## src/rtl/core/char_lcd_nibble_sequencer_macros.svh

```systemverilog
// Assertion macros shared by the character-LCD nibble sequencer RTL.
// No dependencies; each file that asserts includes this header.
`ifndef CHAR_LCD_NIBBLE_SEQUENCER_MACROS_SVH
`define CHAR_LCD_NIBBLE_SEQUENCER_MACROS_SVH

// Checked on every rising clk edge, off while rst_n is low.
`define LCDNS_ASSERT(lbl, prop, msg) \
    lbl: assert property (@(posedge clk) disable iff (!rst_n) (prop)) else $error(msg);

// Checked on every rising clk edge, reset included.
`define LCDNS_ASSERT_ALWAYS(lbl, prop, msg) \
    lbl: assert property (@(posedge clk) (prop)) else $error(msg);

`endif

```

## src/rtl/core/lcdns_pkg.sv

```systemverilog
// Package for the character-LCD nibble sequencer: command codes, queue
// descriptor and strobe types, timing constants and the init table.
// No dependencies.
`timescale 1ns / 1ps

package lcdns_pkg;

    typedef enum logic [2:0] {
        CMD_INIT    = 3'd0,
        CMD_BYTE    = 3'd1,
        CMD_CHAR    = 3'd2,
        CMD_GOTO    = 3'd3,
        CMD_CLEAR   = 3'd4,
        CMD_CHAR_AT = 3'd5
    } cmd_t;

    localparam int QUEUE_DEPTH = 2;
    localparam int STEP_W      = 4;

    localparam logic [STEP_W-1:0] LAST_STEP_INIT = 4'd11;
    localparam logic [STEP_W-1:0] LAST_STEP_PAIR = 4'd3;
    localparam logic [STEP_W-1:0] LAST_STEP_BYTE = 4'd1;

    localparam logic [7:0] BYTE_CLEAR = 8'h01;
    localparam logic [7:0] ADDR_BASE  = 8'h80;

    localparam logic [14:0] WAIT_POWERUP  = 15'd20000;
    localparam logic [14:0] WAIT_BYTE_PRE = 15'd40;
    localparam logic [14:0] WAIT_NONE_PRE = 15'd0;
    localparam logic [12:0] WAIT_STROBE   = 13'd200;
    localparam logic [12:0] WAIT_CLEAR    = 13'd2200;
    localparam logic [12:0] WAIT_WAKE     = 13'd5000;

    // One queued request, already classified by the front end.
    typedef struct packed {
        logic       is_init;
        logic       two_bytes;  // address byte then character byte
        logic       clr_wait;   // clear: long wait after the low nibble
        logic       rs0;
        logic [7:0] byte0;
        logic [7:0] byte1;      // character of a positioned write, rs = 1
    } desc_t;

    typedef struct packed {
        logic        rs;
        logic [3:0]  nibble;
        logic [14:0] wait_before;
        logic [12:0] wait_after;
    } strobe_t;

    // Power-up sequence: wake nibbles 3,3,3,2 then bytes 0x28, 0x01, 0x06, 0x0C.
    function automatic strobe_t init_strobe(input logic [STEP_W-1:0] step);
        strobe_t s;
        s.rs          = 1'b0;
        s.wait_before = WAIT_NONE_PRE;
        s.wait_after  = WAIT_STROBE;
        case (step)
            4'd0:
            begin
                s.nibble      = 4'h3;
                s.wait_before = WAIT_POWERUP;
                s.wait_after  = WAIT_WAKE;
            end
            4'd1:    s.nibble = 4'h3;
            4'd2:    s.nibble = 4'h3;
            4'd3:
            begin
                s.nibble     = 4'h2;
                s.wait_after = WAIT_WAKE;
            end
            4'd4:
            begin
                s.nibble      = 4'h2;
                s.wait_before = WAIT_BYTE_PRE;
            end
            4'd5:    s.nibble = 4'h8;
            4'd6:
            begin
                s.nibble      = 4'h0;
                s.wait_before = WAIT_BYTE_PRE;
            end
            4'd7:
            begin
                s.nibble     = 4'h1;
                s.wait_after = WAIT_CLEAR;
            end
            4'd8:
            begin
                s.nibble      = 4'h0;
                s.wait_before = WAIT_BYTE_PRE;
            end
            4'd9:    s.nibble = 4'h6;
            4'd10:
            begin
                s.nibble      = 4'h0;
                s.wait_before = WAIT_BYTE_PRE;
            end
            4'd11:   s.nibble = 4'hC;
            default: s.nibble = 4'h0;
        endcase
        return s;
    endfunction

endpackage

```

## src/rtl/core/lcdns_front.sv

```systemverilog
// Front end: takes a request beat, classifies it and builds the queue descriptor.
// Depends on lcdns_pkg.
`timescale 1ns / 1ps

module lcdns_front
(
    input  logic                start,
    input  logic                busy,
    input  logic [2:0]          cmd,
    input  logic [7:0]          value,
    input  logic [1:0]          line,
    input  logic [6:0]          column,
    output logic                push,
    output lcdns_pkg::desc_t    desc
);
    import lcdns_pkg::*;

    logic       known;
    logic [1:0] line_m1;
    logic [7:0] col_m1;
    logic [7:0] pos_addr;

    // 0x80 + 0x40*(line-1) + (column-1), all mod 256
    assign line_m1  = line - 2'd1;
    assign col_m1   = {1'b0, column} - 8'd1;
    assign pos_addr = ADDR_BASE + {line_m1, 6'b0} + col_m1;

    always_comb
    begin
        known = 1'b1;
        desc  = '0;
        case (cmd)
            CMD_INIT:    desc.is_init = 1'b1;
            CMD_BYTE:    desc.byte0 = value;
            CMD_CHAR:
            begin
                desc.rs0   = 1'b1;
                desc.byte0 = value;
            end
            CMD_GOTO:    desc.byte0 = ADDR_BASE + value;
            CMD_CLEAR:
            begin
                desc.byte0    = BYTE_CLEAR;
                desc.clr_wait = 1'b1;
            end
            CMD_CHAR_AT:
            begin
                desc.two_bytes = 1'b1;
                desc.byte0     = pos_addr;
                desc.byte1     = value;
            end
            default:     known = 1'b0;  // unused codes are taken and dropped
        endcase
    end

    assign push = start && !busy && known;

endmodule

```

## src/rtl/core/lcdns_queue.sv

```systemverilog
// Small register queue of request descriptors between front and back end.
// Depends on lcdns_pkg and the shared assertion macros.
`timescale 1ns / 1ps
`include "char_lcd_nibble_sequencer_macros.svh"

module lcdns_queue
#(
    parameter int DEPTH = lcdns_pkg::QUEUE_DEPTH
)
(
    input  logic                clk,
    input  logic                rst_n,
    input  logic                push,
    input  lcdns_pkg::desc_t    push_desc,
    input  logic                pop,
    output logic                full,
    output logic                head_valid,
    output lcdns_pkg::desc_t    head
);
    import lcdns_pkg::*;

    localparam int PTR_W = $clog2(DEPTH);
    localparam int CNT_W = $clog2(DEPTH + 1);

    desc_t            mem_reg [DEPTH];
    logic [PTR_W-1:0] wr_ptr_reg, wr_ptr_next;
    logic [PTR_W-1:0] rd_ptr_reg, rd_ptr_next;
    logic [CNT_W-1:0] cnt_reg, cnt_next;

    assign full       = (cnt_reg == CNT_W'(DEPTH));
    assign head_valid = (cnt_reg != '0);
    assign head       = mem_reg[rd_ptr_reg];

    always_comb
    begin
        wr_ptr_next = wr_ptr_reg;
        rd_ptr_next = rd_ptr_reg;
        cnt_next    = cnt_reg;
        if (push)
        begin
            wr_ptr_next = (wr_ptr_reg == PTR_W'(DEPTH - 1)) ? '0 : wr_ptr_reg + 1'b1;
        end
        if (pop)
        begin
            rd_ptr_next = (rd_ptr_reg == PTR_W'(DEPTH - 1)) ? '0 : rd_ptr_reg + 1'b1;
        end
        if (push && !pop)
        begin
            cnt_next = cnt_reg + 1'b1;
        end
        else if (pop && !push)
        begin
            cnt_next = cnt_reg - 1'b1;
        end
    end

    always_ff @(posedge clk or negedge rst_n)
    begin
        if (!rst_n)
        begin
            wr_ptr_reg <= '0;
            rd_ptr_reg <= '0;
            cnt_reg    <= '0;
        end
        else
        begin
            wr_ptr_reg <= wr_ptr_next;
            rd_ptr_reg <= rd_ptr_next;
            cnt_reg    <= cnt_next;
        end
    end

    always_ff @(posedge clk)
    begin
        if (push)
        begin
            mem_reg[wr_ptr_reg] <= push_desc;
        end
    end

    `LCDNS_ASSERT(a_no_pop_empty, !(pop && !head_valid), "queue popped while empty")
    `LCDNS_ASSERT(a_no_push_full, !(push && full && !pop), "queue pushed while full")
    `LCDNS_ASSERT(a_ptr_count, ((cnt_reg != '0) && (rd_ptr_reg == wr_ptr_reg)) |-> full, "queue pointers disagree with count")
    `LCDNS_ASSERT(a_cnt_range, cnt_reg <= CNT_W'(DEPTH), "queue count out of range")

endmodule

```

## src/rtl/core/lcdns_back.sv

```systemverilog
// Back end: walks the head descriptor one strobe per cycle into registered outputs.
// Depends on lcdns_pkg and the shared assertion macros.
`timescale 1ns / 1ps
`include "char_lcd_nibble_sequencer_macros.svh"

module lcdns_back
(
    input  logic                clk,
    input  logic                rst_n,
    input  logic                head_valid,
    input  lcdns_pkg::desc_t    head,
    output logic                pop,
    output logic                strobe,
    output lcdns_pkg::strobe_t  beat,
    output logic                last
);
    import lcdns_pkg::*;

    logic [STEP_W-1:0] step_reg, step_next;
    logic              strobe_reg, strobe_next;
    logic              last_reg, last_next;
    strobe_t           beat_reg;
    strobe_t           cur;
    logic [STEP_W-1:0] last_step;
    logic              hi_half;
    logic              second;
    logic [7:0]        cur_byte;

    assign hi_half  = !step_reg[0];
    assign second   = step_reg[1];
    assign cur_byte = second ? head.byte1 : head.byte0;

    always_comb
    begin
        if (head.is_init)
        begin
            cur = init_strobe(step_reg);
        end
        else
        begin
            cur.rs          = second ? 1'b1 : head.rs0;
            cur.nibble      = hi_half ? cur_byte[7:4] : cur_byte[3:0];
            cur.wait_before = hi_half ? WAIT_BYTE_PRE : WAIT_NONE_PRE;
            cur.wait_after  = (!hi_half && !second && head.clr_wait) ? WAIT_CLEAR : WAIT_STROBE;
        end

        if (head.is_init)
        begin
            last_step = LAST_STEP_INIT;
        end
        else if (head.two_bytes)
        begin
            last_step = LAST_STEP_PAIR;
        end
        else
        begin
            last_step = LAST_STEP_BYTE;
        end
    end

    assign pop         = head_valid && (step_reg == last_step);
    assign strobe_next = head_valid;
    assign last_next   = pop;
    assign step_next   = pop ? '0 : (head_valid ? step_reg + 1'b1 : step_reg);

    always_ff @(posedge clk or negedge rst_n)
    begin
        if (!rst_n)
        begin
            step_reg   <= '0;
            strobe_reg <= 1'b0;
            last_reg   <= 1'b0;
        end
        else
        begin
            step_reg   <= step_next;
            strobe_reg <= strobe_next;
            last_reg   <= last_next;
        end
    end

    always_ff @(posedge clk)
    begin
        beat_reg <= cur;
    end

    assign strobe = strobe_reg;
    assign last   = last_reg;
    assign beat   = beat_reg;

    `LCDNS_ASSERT_ALWAYS(a_last_has_strobe, last_reg |-> strobe_reg, "last without strobe")
    `LCDNS_ASSERT(a_step_range, step_reg <= LAST_STEP_INIT, "step counter out of range")
    `LCDNS_ASSERT(a_run_unbroken, (strobe_reg && !last_reg) |-> head_valid, "request run broken")

endmodule

```

## src/rtl/core/char_lcd_nibble_sequencer.sv

```systemverilog
// Top level of the character-LCD nibble sequencer (4-bit bus).
// Depends on lcdns_pkg, lcdns_front, lcdns_queue and lcdns_back.
//
//  channel   handshake          payload
//  request   start / busy       cmd, value, line, column
//  strobe    strobe             rs, nibble, wait_before_us, wait_after_us, last
//
// A request is taken when start is high and busy is low; busy means the descriptor
// queue (QUEUE_DEPTH entries) is full. The back end emits one beat per cycle from
// the queue head: init 12 beats, positioned character 4, all other commands 2.
// Beats leave via the queue, then registered outputs; unused command codes give none.
// rst_n clears queue and sequencer state asynchronously. The receiver cannot stall.
`timescale 1ns / 1ps

module char_lcd_nibble_sequencer
#(
    parameter int QUEUE_DEPTH = lcdns_pkg::QUEUE_DEPTH
)
(
    input  logic        clk,
    input  logic        rst_n,
    input  logic        start,
    output logic        busy,
    input  logic [2:0]  cmd,
    input  logic [7:0]  value,
    input  logic [1:0]  line,
    input  logic [6:0]  column,
    output logic        strobe,
    output logic        rs,
    output logic [3:0]  nibble,
    output logic [14:0] wait_before_us,
    output logic [12:0] wait_after_us,
    output logic        last
);
    import lcdns_pkg::*;

    logic    push;
    logic    pop;
    logic    full;
    logic    head_valid;
    desc_t   push_desc;
    desc_t   head;
    strobe_t beat;

    assign busy = full;

    lcdns_front u_front
    (
        .start  (start),
        .busy   (full),
        .cmd    (cmd),
        .value  (value),
        .line   (line),
        .column (column),
        .push   (push),
        .desc   (push_desc)
    );

    lcdns_queue #(
        .DEPTH (QUEUE_DEPTH)
    ) u_queue
    (
        .clk        (clk),
        .rst_n      (rst_n),
        .push       (push),
        .push_desc  (push_desc),
        .pop        (pop),
        .full       (full),
        .head_valid (head_valid),
        .head       (head)
    );

    lcdns_back u_back
    (
        .clk        (clk),
        .rst_n      (rst_n),
        .head_valid (head_valid),
        .head       (head),
        .pop        (pop),
        .strobe     (strobe),
        .beat       (beat),
        .last       (last)
    );

    assign rs             = beat.rs;
    assign nibble         = beat.nibble;
    assign wait_before_us = beat.wait_before;
    assign wait_after_us  = beat.wait_after;

endmodule
```

## config.mk

```make
export PLATFORM = sky130hd
export DESIGN_NAME = char_lcd_nibble_sequencer
export DESIGN_NICKNAME = d
export VERILOG_FILES = /design/src/rtl/core/lcdns_pkg.sv /design/src/rtl/core/lcdns_front.sv /design/src/rtl/core/lcdns_queue.sv /design/src/rtl/core/lcdns_back.sv /design/src/rtl/core/char_lcd_nibble_sequencer.sv
export VERILOG_INCLUDE_DIRS = /design/src /design/src/rtl/core
export SDC_FILE = /design/constraint.sdc
export NUM_CORES = 1
export LEC_CHECK = 0
export BUFFER_PORTS_ARGS = -buffer_cell sky130_fd_sc_hd__buf_2
export CAP_MARGIN = 15
export CORE_MARGIN = 10
export CORE_UTILIZATION = 50
export CTS_CLUSTER_SIZE = 30
export DETAILED_ROUTE_END_ITERATION = 10
export GPL_TIMING_DRIVEN = 0
export PLACE_DENSITY = 0.76
export REMOVE_ABC_BUFFERS = 1
export SKIP_CTS_REPAIR_TIMING = 1
export SLEW_MARGIN = 5
export SYNTH_ARGS = -nofsm -noshare
export SYNTH_HDL_FRONTEND = slang
export SYNTH_SLANG_ARGS = --single-unit
export TNS_END_PERCENT = 1
```

## constraint.sdc

```tcl
create_clock -name clk -period 2.1 [get_ports clk]
set_clock_uncertainty 0.05 [all_clocks]
set_input_delay 0 -clock clk [delete_from_list [all_inputs] [get_ports clk]]
set_output_delay 0 -clock clk [all_outputs]
set_load 0.05 [all_outputs]
```

==> key figures, run 1 <==
Place
  • Placer Congestion: 0.824
  • Placed inst area: 3250 um^2
  • PortBufs: 42
  • HPWL after DPL: 4.27 mm
  • Placed insts: 351
  • Placement Setup Slack: -0.521 ns

Synthesis
  • Ys flop type: edfxtp_1
  • Post-synth top area cell: edfxtp_1
  • Cells after Synth: 254
  • Syn avg cell area: 12.2 um^2
  • FF+latch count, synth: 61
  • Number of synthesized flops with an enable pin: 40
  • Synthesis warning total: 0
  • Cell Area, Synth: 3100 um^2
  • Asr flop ratio synth: 0.164
  • Seq/Total Area, Yosys: 0.539
  • Synth cell types: 49
  • Top post-synthesis cells by area: edfxtp_1, dfrtp_1, dfxtp_1
  • Synth top area share: 0.387

STA
  • Rel. slew slack: 0.416
  • Fin crit period: 2.23 ns
  • Final Max Slew Viols: 0
  • Final Hold Viols: 0
  • Final WS setup: -0.129 ns
  • Tcrit/Tclk final: 1.06
  • RSZ-0062 raised after global routing: true
  • Setup violators final: 1
  • Worst-Margin Slew: 0.852 ns
  • Hold Slack: 0.00965 ns
  • Max Fclk: 0.449 GHz

Global routing
  • GRT Util Overall: 0.119
  • Vias in the first global route: 1997
  • First-pass GRT wire length: 9.42 mm
  • Global route total overflow: 0
  • Largest net degree at the start of global routing: 21
  • Initial antenna violation count: 0

Cells and area
  • Nets@finish: 341
  • Antenna diodes: 0
  • Share of layout cells above drive strength 1: 0.258
  • Cell area after layout: 3600 um^2
  • Max reg flops: 40
  • Area added between synthesis and finish: 16.1%
  • Final Non-Filler Cells: 385

Detailed routing
  • WL per Instance: 15.3 um
  • Metal2 WL: 2.83 mm
  • Iteration-0 DRC Markers: 83
  • Wire length on met3: 451 um
  • DRC errors left: 0
  • Highest metal used: met4
  • Router iterations before antenna repair: 4
  • Via Count: 2012
  • Detail Route Antenna Nets: 0
  • Vias per cell: 5.23
  • M1 WL: 2.56 mm
  • Final WL: 5.89 mm

Floorplan
  • Die area: 9750 um^2
  • Core Rows: 28
  • Ports: 59
  • Area of the core: 5960 um^2
  • Initial Utilization: 0.521
  • Die span in x: 98.7 um
  • Die Ht: 98.7 um

Worst setup path
  • CP Launch Point: u_queue.rd_ptr_reg$_DFFE_PN0N_
  • Register-to-Register Path Depth: 9
  • Worst flop-to-flop path endpoint: u_queue.cnt_reg[1]$_DFFE_PN0P_
  • R2R Path Start: u_queue.rd_ptr_reg$_DFFE_PN0N_
  • Crit path required time: 2.30 ns
  • CP max FO: 8
  • Startpoint Class: flop
  • CP Capture Point: u_queue.cnt_reg[1]$_DFFE_PN0P_
  • Setup Crit Path Kind: flop to flop
  • CP arrival: 2.43 ns
  • R2r setup slk: -0.13 ns
  • Crit. End Element: flop

Clock tree
  • CTS sink cnt: 61
  • Root buffer cell: clkbuf_8
  • Clock transition at path regs: 0.06 ns
  • Clock buffer depth: 2
  • CTS tree: yes
  • Clock latency at the later pin of the worst-skew pair: 0.32 ns
  • Total CTS buffers: 9
  • H-tree lvl count: 3

Run
  • Maxcap violations: 0

Power
  • Leakage: 1.53 nW
  • PwrDens: 1400 nW/um^2
  • VDD IR max: 0.981 mV

Outcome
  • Violations in the final reports: negative setup slack
  • Run status: finished with violations

Min path
  • HP Class: primary input to asynchronous set/reset pin
worst min path at each step:
stage | cells after the start | to | slack, ns | start
floorplan | 0 | u_back.last$_DFF_PN0_ | -0.35 | rst_n
global placement | 1 | u_back.step_reg[3]$_DFFE_PN0P_ | -0.18 | rst_n
detailed placement | 1 | u_back.step_reg[3]$_DFFE_PN0P_ | -0.17 | rst_n
CTS | 1 | u_queue.rd_ptr_reg$_DFFE_PN0N_ | -0.54 | rst_n
global route | 2 | u_back.step_reg[3]$_DFFE_PN0P_ | 0.002 | rst_n
finish | 2 | u_queue.rd_ptr_reg$_DFFE_PN0N_ | 0.01 | rst_n
logic make-up (layout without fill, tap and decap cells):
group           count (synthesis)  after routing  share of synthesized area
mux                            12             12                     0.0751
fa+ha+maj                      13             13                     0.0549
xor+xnor                       14             14                     0.0420
flops                          61             61                      0.539
simple gates                   55             55                     0.0956
other cells                     2             16                    0.00242
buf+inv                        53             95                     0.0948
compound gates                 44             44                     0.0960
area by class of cell:
class,instances,area (um^2)
repair buffers,61,385
clock inverters,7,32.5
multi-input cells,154,1220
inverters,18,67.6
clock buffers,9,124
flip-flops and latches,61,1680
well taps,75,93.8
fillers,485,2360
routing by layer:
layer | up-vias | global-route usage
li1 | 974 | -
met1 | 958 | 0.134
met2 | 75 | 0.187
met3 | 5 | 0.0538
met4 | 0 | 0.0562
met5 | - | 0
worst max-delay path: stages (launching register included):
cell      delay [ns]
dfrtp_4         0.52
mux2_4          0.35
xnor2_4         0.19
nand4b_4        0.14
nor3_4          0.23
inv_1           0.08
ha_2            0.17
xor2_1          0.14
nor2_1          0.13
xor2_1          0.15
through the flow:
step / power, mW / setup TNS, ns / utilization
final: 5.03 / -0.129 / 0.604
after global routing: 5.33 / -0.305 / 0.604
after CTS: 4.87 / -1.12 / 0.572
after detailed placement: 4.03 / -0.961 / 0.545
after global placement: 3.96 / -7.17 / 0.542
after floorplan: 3.52 / -0.353 / -
report_power, final:
| part | total [mW] | internal, mW | switching, mW |
|---|---|---|---|
| logic | 2.26 | 0.840 | 1.42 |
| clock network | 0.833 | 0.407 | 0.426 |
| registers | 1.93 | 1.66 | 0.276 |
| total | 5.03 | 2.90 | 2.13 |
synthesized netlist by cell type, types with 10 or more instances:
master     n
edfxtp_1  40
buf_4     23
inv_1     18
nand2_1   14
ha_1      12
dfxtp_1   11
nor2_1    11
and2_1    10
clkbuf_1  10
dfrtp_1   10
o21ai_0   10
cell usage in the layout (no fill, tap or decap), drive strengths merged, types with 2 or more instances in the layout:
master / netlist / layout
a211oi: 3 / 3
a21o: 2 / 2
a21oi: 8 / 8
a22o: 5 / 5
a31oi: 3 / 3
and2: 10 / 10
buf: 25 / 51
clkbuf: 10 / 9
clkinv: 0 / 6
conb: 2 / 16
dfrtp: 10 / 10
dfxtp: 11 / 11
dlygate4sd3: 0 / 10
edfxtp: 40 / 40
ha: 12 / 12
inv: 18 / 18
mux2i: 3 / 3
mux4: 8 / 8
nand2: 14 / 14
nand3: 3 / 3
nor2: 11 / 11
nor2b: 3 / 3
nor3: 5 / 5
nor3b: 2 / 2
nor4: 3 / 3
o21ai: 10 / 10
o22ai: 2 / 2
xnor2: 9 / 9
xor2: 5 / 5
(Power assumes the default switching activity.)
==> run 2: changes to the inputs <==
Settings changed: CORE_UTILIZATION 50 to 52, CTS_BUF_LIST set to sky130_fd_sc_hd__clkbuf_4 sky130_fd_sc_hd__clkbuf_8, PLACE_DENSITY 0.76 to 0.79, RECOVER_POWER set to 50.
==> key figures, run 2 (synthesis gave the netlist of run 1 again) <==
Worst setup path
  • CP Launch Point: u_queue.rd_ptr_reg$_DFFE_PN0N_
  • Register-to-Register Path Depth: 9 (unchanged)
  • CP max FO: 7 (-1)
  • Crit path required time: 2.30 ns (about the same)
  • CP arrival: 2.43 ns (about the same)
  • Startpoint Class: flop
  • Worst flop-to-flop path endpoint: u_queue.cnt_reg[1]$_DFFE_PN0P_
  • CP Capture Point: u_queue.cnt_reg[1]$_DFFE_PN0P_
  • R2R Path Start: u_queue.rd_ptr_reg$_DFFE_PN0N_
  • R2r setup slk: -0.13 ns (about the same)
  • Setup Crit Path Kind: flop to flop
  • Crit. End Element: flop

Clock tree
  • Clock transition at path regs: 0.06 ns (about the same)
  • Root buffer cell: clkbuf_8
  • CTS sink cnt: 61 (unchanged)
  • Clock latency at the later pin of the worst-skew pair: 0.33 ns (about the same)
  • Total CTS buffers: 9 (unchanged)
  • H-tree lvl count: 3 (unchanged)
  • Clock buffer depth: 2 (unchanged)
  • CTS tree: yes

Detailed routing
  • Detail Route Antenna Nets: 0 (unchanged)
  • Highest metal used: met4
  • Metal2 WL: 2.82 mm (-0.11%)
  • DRC errors left: 0 (unchanged)
  • Vias per cell: 5.15 (-1.4%)
  • WL per Instance: 14.9 um (-2.5%)
  • Iteration-0 DRC Markers: 62 (-25%)
  • Router iterations before antenna repair: 4 (unchanged)
  • Final WL: 5.75 mm (-2.5%)
  • Wire length on met3: 372 um (-18%)
  • Via Count: 1983 (-1.4%)
  • M1 WL: 2.48 mm (-3.0%)

Cells and area
  • Most common cell after layout, fill and taps aside: edfxtp_1
  • Area added between synthesis and finish: 16.0% (about the same)
  • Final Non-Filler Cells: 385 (unchanged)
  • Commonest cells after routing, fill and taps aside: edfxtp_1, clkbuf_1, inv_1, buf_2, conb_1
  • Cell area after layout: 3600 um^2 (about the same)
  • Max reg flops: 40 (unchanged)
  • Antenna diodes: 0 (unchanged)
  • Share of layout cells above drive strength 1: 0.187 (-0.0710)
  • Nets@finish: 341 (unchanged)
  • Fill count: 475 (-2.1%)

STA
  • Final Max Slew Viols: 0 (unchanged)
  • Final Hold Viols: 0 (unchanged)
  • Fin crit period: 2.23 ns (-0.000851 ns)
  • Setup violators final: 1 (unchanged)
  • Fin Setup TNS: -0.128 ns (+0.000851 ns)
  • Final WS setup: -0.128 ns (+0.000851 ns)
  • Worst-Margin Slew: 0.884 ns (+0.0323 ns)
  • Max Fclk: 0.449 GHz (about the same)
  • RSZ-0062 raised after global routing: true
  • Tcrit/Tclk final: 1.06 (about the same)
  • Rel. slew slack: 0.394 (-0.0221)

Power
  • Logic pwr share: 0.434 (-0.016)
  • Leakage: 1.47 nW (-4.5%)
  • PwrDens: 1430 nW/um^2 (+2.2%)
  • Register share of total power: 0.373 (-0.011)
  • Internal Dissipation: 3.02 mW (+4.0%)
  • VDD IR max: 1.03 mV (+5.0%)
  • Sw Ratio: 0.412 (-0.0104)
  • Net Sw Power: 2.12 mW (-0.38%)
  • Clock share of power: 0.193 (+0.027)

Floorplan
  • Ports: 59 (unchanged)
  • Die area: 9450 um^2 (-3.1%)
  • Die span in x: 97.2 um (-1.5%)
  • Area of the core: 5850 um^2 (-1.8%)
  • Initial Utilization: 0.530 (+0.00935)
  • Core Rows: 28 (unchanged)
  • Die Ht: 97.2 um (-1.5%)

Global routing
  • First-pass GRT wire length: 9.18 mm (-2.5%)
  • Initial antenna violation count: 0 (unchanged)
  • Largest net degree at the start of global routing: 21 (unchanged)
  • Vias in the first global route: 1994 (-0.15%)
  • Global route total overflow: 0 (unchanged)
  • GRT Util Overall: 0.119 (about the same)

Place
  • PortBufs: 42 (unchanged)
  • HPWL after DPL: 4.09 mm (-4.2%)
  • Placer Congestion: 0.830 (+0.73%)
  • Placed inst area: 3250 um^2 (unchanged)
  • Placed insts: 351 (unchanged)

Min path
  • HP Class: primary input to flop

Outcome
  • Violations in the final reports: negative setup slack
  • Run status: finished with violations

Run
  • Maxcap violations: 0 (unchanged)
[run 2: cell count changes in the layout (fill, tap and decap cells not counted)]
cell       before  now
clkinv_2        2    3
dfrtp_1         8    9
nor3b_1         1    2
clkbuf_1        0   24
and2_0          0    9
and2_1          9    0
nor3b_2         1    0
bufinv_16       0    1
buf_2          42   18
clkbuf_4        0    2
clkinv_1        4    0
dfrtp_2         1    0
[run 2: per-layer routing]
layer	track usage	vias up
met1	0.132	943
met2	0.190	63
met5	0	-
met4	0.0526	0
met3	0.0562	5
li1	-	972
[run 2: metrics by stage]
step	hold slack, ns	util	setup slack, ns	power [mW]
finish	0.0288	0.615	-0.128	5.13
floorplan	-0.346	-	-0.225	3.52
global route	0.0262	0.615	-0.207	5.44
detailed placement	-0.179	0.555	-0.541	4.02
global placement	-0.182	0.552	-0.492	3.95
CTS	-0.544	0.588	-0.591	5.02
[run 2: final cells by class]
| cell class | count | area, um^2 | area share |
|---|---|---|---|
| clock inverters | 5 | 52.6 | 0.0146 |
| clock buffers | 11 | 139 | 0.0386 |
| flip-flops and latches | 61 | 1680 | 0.466 |
| repair buffers | 61 | 355 | 0.0988 |
| well taps | 75 | 93.8 | 0.0261 |
| inverters | 18 | 67.6 | 0.0188 |
| multi-input cells | 154 | 1210 | 0.337 |
[run 2: worst min path at each step]
stage,from,endpoint,cells past startpoint
floorplan,rst_n,u_back.last$_DFF_PN0_,0
global placement,rst_n,u_back.strobe$_DFF_PN0_,1
detailed placement,rst_n,u_back.strobe$_DFF_PN0_,1
CTS,rst_n,u_queue.wr_ptr_reg$_DFFE_PN0N_,1
global route,cmd[0],u_queue.mem_reg[1][19]$_DFFE_PP_,2
finish,cmd[0],u_queue.mem_reg[1][19]$_DFFE_PP_,2
[run 2: power groups by stage]
stage | logic, mW | clock network [mW] | registers, mW
floorplan | 1.09 | 0 | 2.42
global placement | 1.99 | 0 | 1.96
detailed placement | 2.04 | 0 | 1.98
CTS | 2.06 | 1.01 | 1.95
global route | 2.41 | 1.08 | 1.96
finish | 2.23 | 0.992 | 1.92
[run 2: critical path: stages (launching register included)]
cell,delay [ns]
dfrtp_4,0.52
mux2_4,0.36
xnor2_4,0.19
nand4b_4,0.14
nor3_4,0.23
inv_1,0.07
ha_2,0.17
xor2_1,0.14
nor2_1,0.13
xor2_1,0.15
